### config.mk
export PLATFORM = sky130hd
export DESIGN_NAME = arp_responder_and_cache_core
export DESIGN_NICKNAME = d
export VERILOG_FILES = /design/src/hdl/arpc_pkg.sv /design/src/hdl/arp_responder_and_cache_core.sv
export SDC_FILE = /design/constraint.sdc
export NUM_CORES = 2
export LEC_CHECK = 0
export ABC_AREA = 1
export BUFFER_PORTS_ARGS = -buffer_cell sky130_fd_sc_hd__buf_2
export CORE_ASPECT_RATIO = 1.5
export CORE_MARGIN = 5
export CORE_UTILIZATION = 59
export CTS_BUF_LIST = sky130_fd_sc_hd__clkbuf_16
export DETAILED_ROUTE_END_ITERATION = 8
export PLACE_DENSITY_LB_ADDON = 0.25
export SLEW_MARGIN = 20
export SYNTH_ARGS = -nofsm -noshare
export SYNTH_HDL_FRONTEND = slang
export SYNTH_SLANG_ARGS = --single-unit
### constraint.sdc
create_clock -name clock -period 20.7 [get_ports clock]
set_clock_uncertainty 0.1 [all_clocks]
set_input_delay 1.035 -clock clock [delete_from_list [all_inputs] [get_ports clock]]
set_output_delay 1.035 -clock clock [all_outputs]
set_load 0.005 [all_outputs]
### src/hdl/arpc_pkg.sv
`default_nettype none
package arpc_pkg;

   localparam int CSR_IDX_W = 2;
   localparam logic [CSR_IDX_W-1:0] CSR_OWN_IP = 2'd0;

   localparam logic ACTION_PACKET = 1'b0;
   localparam logic ACTION_LOOKUP = 1'b1;

   localparam logic [15:0] HW_TYPE_ETHERNET = 16'h0001;
   localparam logic [15:0] PROTO_TYPE_IPV4  = 16'h0800;
   localparam logic [7:0]  HW_LEN_ETHERNET  = 8'd6;
   localparam logic [7:0]  PROTO_LEN_IPV4   = 8'd4;
   localparam logic [15:0] ARP_OP_REQUEST   = 16'd1;
   localparam logic [15:0] ARP_OP_REPLY     = 16'd2;

   localparam logic [2:0] STATUS_IGNORED     = 3'd0;
   localparam logic [2:0] STATUS_REPLY       = 3'd1;
   localparam logic [2:0] STATUS_LEARNED     = 3'd2;
   localparam logic [2:0] STATUS_LOOKUP_HIT  = 3'd3;
   localparam logic [2:0] STATUS_LOOKUP_MISS = 3'd4;

   localparam logic [1:0] OUT_OP_NONE    = 2'd0;
   localparam logic [1:0] OUT_OP_REQUEST = 2'd1;
   localparam logic [1:0] OUT_OP_REPLY   = 2'd2;

   localparam logic [47:0] BROADCAST_MAC = {6{8'hff}};

   typedef struct packed {
      logic [31:0] ip;
      logic [47:0] mac;
   } entry_type;

   typedef enum logic [1:0] {
      ST_IDLE,
      ST_SCAN,
      ST_FINISH
   } state_type;

   typedef enum logic [1:0] {
      KIND_IGNORE,
      KIND_REPLY,
      KIND_LEARN,
      KIND_LOOKUP
   } kind_type;

endpackage
`default_nettype wire

### src/hdl/arp_responder_and_cache_core.sv
`default_nettype none
// ARP responder with an IPv4-to-MAC cache. Each transfer on the req_ channel is a parsed
// ARP packet or a lookup query and yields exactly one transfer on the rsp_ channel. The
// cache entries sit in a synchronous memory with one read port, scanned one entry per
// cycle, so a lookup or a learned reply scans the table until a hit or its last entry; a
// reply to a request, a malformed packet or an ignored opcode goes without a scan. One
// item is worked at a time; the finished result waits in the rsp_ output register while
// the next item is taken. Valid bits are flip-flops cleared by reset, so no clearing
// pass runs. own_ip is written through csr_ index 0; own_mac, index 1, only sources
// frames downstream and is not stored here. csr_ is always ready.
module arp_responder_and_cache_core #(
   parameter int TABLE_ENTRIES = 16
) (
   input  wire                               clock,
   input  wire                               reset,
   input  wire                               req_valid,
   output logic                              req_ready,
   input  wire                               req_action,
   input  wire  [15:0]                       req_hw_type,
   input  wire  [15:0]                       req_proto_type,
   input  wire  [7:0]                        req_hw_len,
   input  wire  [7:0]                        req_proto_len,
   input  wire  [15:0]                       req_opcode,
   input  wire  [47:0]                       req_sender_mac,
   input  wire  [31:0]                       req_src_ip,
   input  wire  [31:0]                       req_tgt_ip,
   input  wire  [31:0]                       req_query_ip,
   output logic                              rsp_valid,
   input  wire                               rsp_ready,
   output logic [2:0]                        rsp_status,
   output logic [1:0]                        rsp_out_opcode,
   output logic [47:0]                       rsp_out_dst_mac,
   output logic [47:0]                       rsp_out_target_mac,
   output logic [31:0]                       rsp_out_tgt_ip,
   output logic [47:0]                       rsp_found_mac,
   input  wire                               csr_valid,
   output logic                              csr_ready,
   input  wire  [arpc_pkg::CSR_IDX_W-1:0]    csr_index,
   input  wire  [47:0]                       csr_wdata
);
   import arpc_pkg::*;

   localparam int IDX_W = (TABLE_ENTRIES > 1) ? $clog2(TABLE_ENTRIES) : 1;
   localparam logic [IDX_W-1:0] LAST_IDX = IDX_W'(TABLE_ENTRIES - 1);

   state_type state_ff, state_in;
   kind_type  kind_ff, kind_in, kind_dec;

   logic [47:0] sender_mac_ff, sender_mac_in;
   logic [31:0] src_ip_ff, src_ip_in;
   logic [31:0] key_ip_ff, key_ip_in;
   logic [31:0] own_ip_ff, own_ip_in;

   logic [TABLE_ENTRIES-1:0] valid_ff, valid_in;
   logic [IDX_W-1:0] ptr_ff, ptr_in;
   logic [IDX_W-1:0] cnt_ff, cnt_in;
   logic             issue_done_ff, issue_done_in;
   logic             rd_vld_ff, rd_vld_in;
   logic [IDX_W-1:0] rd_idx_ff, rd_idx_in;
   entry_type        rd_data_ff;
   logic             hit_ff, hit_in;
   logic [IDX_W-1:0] hit_idx_ff, hit_idx_in;
   logic [47:0]      hit_mac_ff, hit_mac_in;
   logic             free_found_ff, free_found_in;
   logic [IDX_W-1:0] free_idx_ff, free_idx_in;

   logic        rsp_valid_ff, rsp_valid_in;
   logic [2:0]  rsp_status_ff, rsp_status_in;
   logic [1:0]  rsp_opcode_ff, rsp_opcode_in;
   logic [47:0] rsp_dst_mac_ff, rsp_dst_mac_in;
   logic [47:0] rsp_tgt_mac_ff, rsp_tgt_mac_in;
   logic [31:0] rsp_tgt_ip_ff, rsp_tgt_ip_in;
   logic [47:0] rsp_found_ff, rsp_found_in;

   entry_type        mem [TABLE_ENTRIES];
   logic             mem_we;
   logic [IDX_W-1:0] wr_idx;
   entry_type        wr_data;

   logic well_formed, scan_cmp, match, out_free, finish_go;

   assign req_ready   = (state_ff == ST_IDLE);
   assign csr_ready   = 1'b1;
   assign well_formed = (req_hw_type == HW_TYPE_ETHERNET) && (req_proto_type == PROTO_TYPE_IPV4)
                        && (req_hw_len == HW_LEN_ETHERNET) && (req_proto_len == PROTO_LEN_IPV4);
   assign scan_cmp    = (state_ff == ST_SCAN) && rd_vld_ff;
   assign match       = scan_cmp && valid_ff[rd_idx_ff] && (rd_data_ff.ip == key_ip_ff);
   assign out_free    = !rsp_valid_ff || rsp_ready;
   assign finish_go   = (state_ff == ST_FINISH) && out_free;

   always_comb begin
      priority if (req_action == ACTION_LOOKUP) begin
         kind_dec = KIND_LOOKUP;
      end else if (!well_formed) begin
         kind_dec = KIND_IGNORE;
      end else if (req_opcode == ARP_OP_REQUEST && req_tgt_ip == own_ip_ff) begin
         kind_dec = KIND_REPLY;
      end else if (req_opcode == ARP_OP_REPLY) begin
         kind_dec = KIND_LEARN;
      end else begin
         kind_dec = KIND_IGNORE;
      end
   end

   always_comb begin
      state_in = state_ff;
      unique case (state_ff)
         ST_IDLE: begin
            if (req_valid) begin
               state_in = (kind_dec == KIND_LEARN || kind_dec == KIND_LOOKUP) ? ST_SCAN
                                                                              : ST_FINISH;
            end
         end
         ST_SCAN: begin
            if (match || (scan_cmp && rd_idx_ff == LAST_IDX)) begin
               state_in = ST_FINISH;
            end
         end
         ST_FINISH: begin
            if (out_free) begin
               state_in = ST_IDLE;
            end
         end
         default: state_in = ST_IDLE;
      endcase
   end

   always_comb begin
      kind_in        = kind_ff;
      sender_mac_in  = sender_mac_ff;
      src_ip_in      = src_ip_ff;
      key_ip_in      = key_ip_ff;
      own_ip_in      = own_ip_ff;
      valid_in       = valid_ff;
      ptr_in         = ptr_ff;
      cnt_in         = cnt_ff;
      issue_done_in  = issue_done_ff;
      rd_vld_in      = (state_ff == ST_SCAN) && !issue_done_ff;
      rd_idx_in      = cnt_ff;
      hit_in         = hit_ff;
      hit_idx_in     = hit_idx_ff;
      hit_mac_in     = hit_mac_ff;
      free_found_in  = free_found_ff;
      free_idx_in    = free_idx_ff;
      rsp_valid_in   = rsp_valid_ff;
      rsp_status_in  = rsp_status_ff;
      rsp_opcode_in  = rsp_opcode_ff;
      rsp_dst_mac_in = rsp_dst_mac_ff;
      rsp_tgt_mac_in = rsp_tgt_mac_ff;
      rsp_tgt_ip_in  = rsp_tgt_ip_ff;
      rsp_found_in   = rsp_found_ff;
      mem_we         = 1'b0;
      wr_data        = '{ip: key_ip_ff, mac: sender_mac_ff};
      priority if (hit_ff) begin
         wr_idx = hit_idx_ff;
      end else if (free_found_ff) begin
         wr_idx = free_idx_ff;
      end else begin
         wr_idx = ptr_ff;
      end

      if (csr_valid && csr_index == CSR_OWN_IP) begin
         own_ip_in = csr_wdata[31:0];
      end

      // latch the item and arm the scan
      if (state_ff == ST_IDLE && req_valid) begin
         kind_in       = kind_dec;
         sender_mac_in = req_sender_mac;
         src_ip_in     = req_src_ip;
         key_ip_in     = (req_action == ACTION_LOOKUP) ? req_query_ip : req_src_ip;
         cnt_in        = '0;
         issue_done_in = 1'b0;
         hit_in        = 1'b0;
         free_found_in = 1'b0;
      end

      if (state_ff == ST_SCAN && !issue_done_ff) begin
         if (cnt_ff == LAST_IDX) begin
            issue_done_in = 1'b1;
         end else begin
            cnt_in = cnt_ff + 1'b1;
         end
      end

      if (match) begin
         hit_in     = 1'b1;
         hit_idx_in = rd_idx_ff;
         hit_mac_in = rd_data_ff.mac;
      end

      if (scan_cmp && !valid_ff[rd_idx_ff] && !free_found_ff) begin
         free_found_in = 1'b1;
         free_idx_in   = rd_idx_ff;
      end

      if (finish_go) begin
         rsp_valid_in   = 1'b1;
         rsp_status_in  = STATUS_IGNORED;
         rsp_opcode_in  = OUT_OP_NONE;
         rsp_dst_mac_in = '0;
         rsp_tgt_mac_in = '0;
         rsp_tgt_ip_in  = '0;
         rsp_found_in   = '0;
         unique case (kind_ff)
            KIND_IGNORE: begin
               rsp_status_in = STATUS_IGNORED;
            end
            KIND_REPLY: begin
               rsp_status_in  = STATUS_REPLY;
               rsp_opcode_in  = OUT_OP_REPLY;
               rsp_dst_mac_in = sender_mac_ff;
               rsp_tgt_mac_in = sender_mac_ff;
               rsp_tgt_ip_in  = src_ip_ff;
            end
            KIND_LEARN: begin
               rsp_status_in    = STATUS_LEARNED;
               mem_we           = 1'b1;
               valid_in[wr_idx] = 1'b1;
               if (!hit_ff && !free_found_ff) begin
                  ptr_in = (ptr_ff == LAST_IDX) ? '0 : ptr_ff + 1'b1;
               end
            end
            KIND_LOOKUP: begin
               if (hit_ff) begin
                  rsp_status_in = STATUS_LOOKUP_HIT;
                  rsp_found_in  = hit_mac_ff;
               end else begin
                  rsp_status_in  = STATUS_LOOKUP_MISS;
                  rsp_opcode_in  = OUT_OP_REQUEST;
                  rsp_dst_mac_in = BROADCAST_MAC;
                  rsp_tgt_ip_in  = key_ip_ff;
               end
            end
            default: rsp_status_in = STATUS_IGNORED;
         endcase
      end else if (rsp_valid_ff && rsp_ready) begin
         rsp_valid_in = 1'b0;
      end
   end

   always_ff @(posedge clock) begin
      if (mem_we) begin
         mem[wr_idx] <= wr_data;
      end
      rd_data_ff <= mem[cnt_ff];
   end

   always_ff @(posedge clock) begin
      if (reset) begin
         state_ff      <= ST_IDLE;
         own_ip_ff     <= '0;
         valid_ff      <= '0;
         ptr_ff        <= '0;
         issue_done_ff <= 1'b0;
         rd_vld_ff     <= 1'b0;
         hit_ff        <= 1'b0;
         free_found_ff <= 1'b0;
         rsp_valid_ff  <= 1'b0;
      end else begin
         state_ff      <= state_in;
         own_ip_ff     <= own_ip_in;
         valid_ff      <= valid_in;
         ptr_ff        <= ptr_in;
         issue_done_ff <= issue_done_in;
         rd_vld_ff     <= rd_vld_in;
         hit_ff        <= hit_in;
         free_found_ff <= free_found_in;
         rsp_valid_ff  <= rsp_valid_in;
      end
   end

   always_ff @(posedge clock) begin
      kind_ff        <= kind_in;
      sender_mac_ff  <= sender_mac_in;
      src_ip_ff      <= src_ip_in;
      key_ip_ff      <= key_ip_in;
      cnt_ff         <= cnt_in;
      rd_idx_ff      <= rd_idx_in;
      hit_idx_ff     <= hit_idx_in;
      hit_mac_ff     <= hit_mac_in;
      free_idx_ff    <= free_idx_in;
      rsp_status_ff  <= rsp_status_in;
      rsp_opcode_ff  <= rsp_opcode_in;
      rsp_dst_mac_ff <= rsp_dst_mac_in;
      rsp_tgt_mac_ff <= rsp_tgt_mac_in;
      rsp_tgt_ip_ff  <= rsp_tgt_ip_in;
      rsp_found_ff   <= rsp_found_in;
   end

   assign rsp_valid          = rsp_valid_ff;
   assign rsp_status         = rsp_status_ff;
   assign rsp_out_opcode     = rsp_opcode_ff;
   assign rsp_out_dst_mac    = rsp_dst_mac_ff;
   assign rsp_out_target_mac = rsp_tgt_mac_ff;
   assign rsp_out_tgt_ip     = rsp_tgt_ip_ff;
   assign rsp_found_mac      = rsp_found_ff;

endmodule
`default_nettype wire

Yosys cells after proc, flatten, opt, wreduce, memory -nomap -nowiden. Memories as Yosys holds them, arrays and structs flattened. A register that Yosys moved wholly into a read port is not among the register bits. Cells that the tools add are included.

Register bits after elaboration: 418. Latch bits: 0. RAM bits: 1280. Memory bits (read-only): 0. Input port bits: 264. Output and inout bits: 184. Logic and storage cells: 127. Memories: 1.

Add/subtract/negate cells: 2. Multipliers: 0. Divide/modulo/power cells: 0. $lt $le $gt $ge: 3. Equality and inequality tests: 21. Shift operators: 0. Mux-type cells: 40. Bitwise gates (word level): 1. Reduce and logical (&&, ||, !) cells: 35.

Memory list: mem (words 16, bits a word 80, rd ports 1, clocked after memory_dff 1, wr ports 1, RTL line arp_responder_and_cache_core.sv:75) `entry_type mem [TABLE_ENTRIES];`.

Operator list (count): $pmux W48 S2 (1); $eq A32 B32 Y1 (2); $mux W32 (2); $pmux W32 S2 (1); $mux W48 (1); $eq A16 B1 Y1 const B (2); $mux W4 (6); $logic_and A1 B1 Y1 (17); $eq A16 B12 Y1 const B (1); $eq A16 B2 Y1 const B (1); $eq A8 B3 Y1 const B (2); $mux W2 (8); $or A16 B16 Y16 (1); $mux W1 (15); $eq A4 B4 Y1 const B (3); $pmux W3 S4 (1); $eq A2 B2 Y1 const B (5); $lt A4 B5 Y1 const B (2); $add A4 B1 Y4 const B (2); $logic_not A2 Y1 (3); $ne A2 B2 Y1 const B (3); $pmux W2 S3 (1); $reduce_and A3 Y1 (2); $reduce_bool A2 Y1 (3); other kinds (9) (17).

Depth between registers and ports, before layout.
Depth in word-level cells: 11. Mapped depth: 13. Mapped depth without buffers: 13.

Worst setup path after synthesis. OpenSTA, ideal clock, no wires.

Kind: in2reg. From: in rsp_ready. To: mem mem[2][0] (netlist bit), enable pin. Arrival: 14.350 ns. Data required time: 20.036 ns. Setup slack: 5.685 ns. Stages on the path: 4. Path buffers: 0. Path through: nor2_1 -> nor2_1 -> nand2_1 -> nor4_2.

Word-level cells in the longest chain between the ends: 5.

Ends and longest elaborated chain: start: declaration (RTL line arp_responder_and_cache_core.sv:29) `input wire rsp_ready,`; $logic_or A1 B1 Y1 (RTL line arp_responder_and_cache_core.sv:88) `assign out_free = !rsp_valid_ff || rsp_ready;`; $logic_and A1 B1 Y1 (RTL line arp_responder_and_cache_core.sv:89) `assign finish_go = (state_ff == ST_FINISH) && out_free;`; named net finish_go (RTL line arp_responder_and_cache_core.sv:80) `logic well_formed, scan_cmp, match, out_free, finish_go;`; $mux W1 (RTL line arp_responder_and_cache_core.sv:197) `if (finish_go) begin`; $mux W1 (RTL line arp_responder_and_cache_core.sv:243) `if (mem_we) begin`; $mux W1 (not written as such) (RTL line arp_responder_and_cache_core.sv:244) `mem[wr_idx] <= wr_data;`; end: declaration (RTL line arp_responder_and_cache_core.sv:75).

The timed path passes the listed nets, and every way through them passes these cells.

==> key figures <==
Status
  – Status: finished clean

Layout
  – Fill cells: 8,077
  – Final Core Density: 66.7%
  – Fin nets: 5,551
  – Area Overhead vs Synth: 12.4%
  – Most common cell after layout, fill and taps aside: edfxtp_1
  – Commonest non-fill, non-tap cells in the layout: edfxtp_1, inv_1, o21ai_0
  – Layout cell share with drive strength beyond 1: 13.9%

Clocking
  – CTS tree: built
  – CTS resizes: 0
  – Sink Count: 1,777
  – Clock slew at reported path FFs: 0.06 ns
  – Inserted Clock Buffers: 157
  – Clk Tree Root Cell: clkbuf_16
  – Max H-tree Level: 4
  – CTS Buffer Depth: 3
  – Post-CTS Setup Inserts: 0
  – Post-cts hold buffer count: 0
  – Clock Latency Late Sink: 0.78 ns

Floorplan
  – DIE HEIGHT: 428 um
  – I/O pin cnt: 448
  – Initial Util: 59.3%
  – Rows: 153
  – Die Area: 124,000 um^2
  – Core area: 116,000 um^2
  – Die width: 289 um

GRT
  – Grt ovf: 0
  – First-pass GRT wire length: 236 mm
  – Vias in the first global route: 40,400
  – Initial antenna violation count: 5
  – Overall routing resource usage: 25.2%
  – Largest net degree at the start of global routing: 160

Hold path
  – Worst min-delay path class: flip-flop to flip-flop

Yosys
  – Seq/Total Area, Yosys: 75.4%
  – Post-Syn Area: 68,800 um^2
  – Gate Count Post-Synth: 4,910
  – YS warnings: 0
  – Mapped Avg Cell Area: 14.0 um^2
  – Unique masters post-synth: 38
  – Net Count, Synth: 5,176
  – Synth Register Bits: 1,777

Critical path
  – Critical path class: flip-flop to flip-flop
  – Maximum net fanout on the critical path: 86
  – Worst EP required: 21.26 ns
  – CP Data Arrival Time: 5.84 ns
  – Type of origin of the critical path: flip-flop
  – CP endpoint kind: flip-flop

STA
  – Worst Max-Slew Pin Slew: 1.12 ns
  – Final critical-path share of the clock period: 25.5%
  – Fin. Hold Viols: 0
  – Post-route minimum period: 5.28 ns
  – Slew HR: 25.3%
  – F_max: 189 MHz
  – Final setup fails: 0
  – Setup TNS: 0 ns
  – Slew Limit Fails: 0
  – RSZ-0062 raised after global routing: no

Drt
  – Drt via density: 5.82
  – Vias: 40,600
  – Routed WL: 158 mm
  – Post-route antenna net violation count: 0
  – DR DRC count: 0
  – WL/cell: 22.7 um
  – Drt first-iter violations: 3,651
  – Pre-Repair DR Iteration Count: 6

Pwr
  – VDD IR max: 91.5 uV
  – PwrDens: 110 nW/um^2
  – Leak: 27.8 nW

Placement
  – Post-DP HPWL: 86.3 mm
  – Global placer's final weighted congestion: 0.888
  – IO Port Bufs: 430

Run
  – Max_cap viols: 0
==> critical path, stage by stage, from the launching register on <==
cell and delay, ns:
dfxtp_4 0.87, buf_4 0.81, buf_4 0.84, buf_4 0.75
buf_4 0.87, a21oi_1 0.18, o21ai_0 0.15, o211ai_1 0.13
nand3_1 0.18, nand2_1 0.07
==> path summary, 6_finish.rpt <==
check                                     from              to  slack [ns]  depth (start not counted)
worst max-delay path                 cnt_ff[0]  rd_data_ff[15]       15.42                          9
worst min-delay path            rd_data_ff[33]  hit_mac_ff[33]        0.30                          0
worst max register to register       cnt_ff[0]  rd_data_ff[15]       15.42                          9
worst min register to register  rd_data_ff[33]  hit_mac_ff[33]        0.30                          0
==> cell usage after synthesis, drive strengths merged <==
master     n  share of area, %
nand3b     1             0.011
mux2i    320               4.7
o32ai      1             0.013
nor2     280               1.5
nand4     17              0.15
and3       1            0.0091
inv      532               2.9
nor3b      2             0.022
ha         2             0.036
and2       2             0.018
xor2      18              0.23
o31ai      1             0.011
nand3    126              0.92
a21oi    336               2.4
o211ai   325               3.5
or2        7             0.064
nand2    316               1.7
buf      108              0.94
o21ai    496               3.6
clkinv     2             0.011
dfxtp    147               4.3
edfxtp  1630                71
conb       1            0.0054
nor3       9             0.065
nor4      15              0.15
a41oi      1             0.013
nor4b      2             0.025
a22o      19              0.24
clkbuf   170              0.97
xnor2     23              0.29
==> per-stage QoR <==
stage / setup slack, ns / cells / area, um^2 / hold slack, ns / power, mW
after global routing: 15.14 / 6974 / 77400 / 0.289 / 8.82
after CTS: 15.53 / 6970 / 77400 / 0.276 / 8.53
after detailed placement: 15.55 / 6676 / 72300 / 0.289 / 5.68
after floorplan: 5.69 / 4910 / 68800 / 0.229 / 5.31
after global placement: 15.55 / 6676 / 72300 / 0.286 / 5.65
final: 15.42 / 6974 / 77400 / 0.302 / 8.48
==> power breakdown <==
| group | switching, mW | internal (mW) |
|---|---|---|
| clock | 1.27 | 1.60 |
| sequential | 0.166 | 4.14 |
| combinational | 0.840 | 0.476 |
| total | 2.27 | 6.21 |
==> layer usage <==
metal,up-vias,part of all wire (%),GRT usage (%)
met4,0,3.1,8.49
met5,-,0,0
met1,20000,38,31.8
met3,304,7.0,3.91
met2,1675,52,44.7
li1,18600,-,-
==> flip-flops by register name, summed over array words and instances (netlist names), 48 cells and up <==
signal / flops
mem: 1280
rd_data_ff: 80
hit_mac_ff: 48
rsp_found_mac: 48
rsp_out_dst_mac: 48
rsp_out_target_mac: 48
sender_mac_ff: 48
==> final cells by class <==
class | count | area [um^2] | share of cell area [%]
antenna | 4 | 10.0 | 0.0129
clock buffer | 161 | 4030 | 5.21
clock inverter | 133 | 1060 | 1.37
inverter | 534 | 2030 | 2.62
multi-input combinational | 2321 | 13700 | 17.8
sequential | 1777 | 51900 | 67.1
tap | 1550 | 1940 | 2.51
timing repair buffer | 494 | 2660 | 3.44
==> cell families (layout without fill, tap and decap cells) <==
kind of cell | count (synthesis) | count (layout) | synth area share, %
AOI/OAI and AO/OA | 1179 | 1179 | 9.87
xor gates and xnor gates | 41 | 41 | 0.522
adders and majority gates | 2 | 2 | 0.0364
buffers and inverters | 812 | 1322 | 4.83
DFF | 1777 | 1777 | 75.4
muxes | 320 | 320 | 4.65
other | 1 | 5 | 0.00545
and+or+nand+nor | 778 | 778 | 4.69
Power figures use the tool's default switching activity.
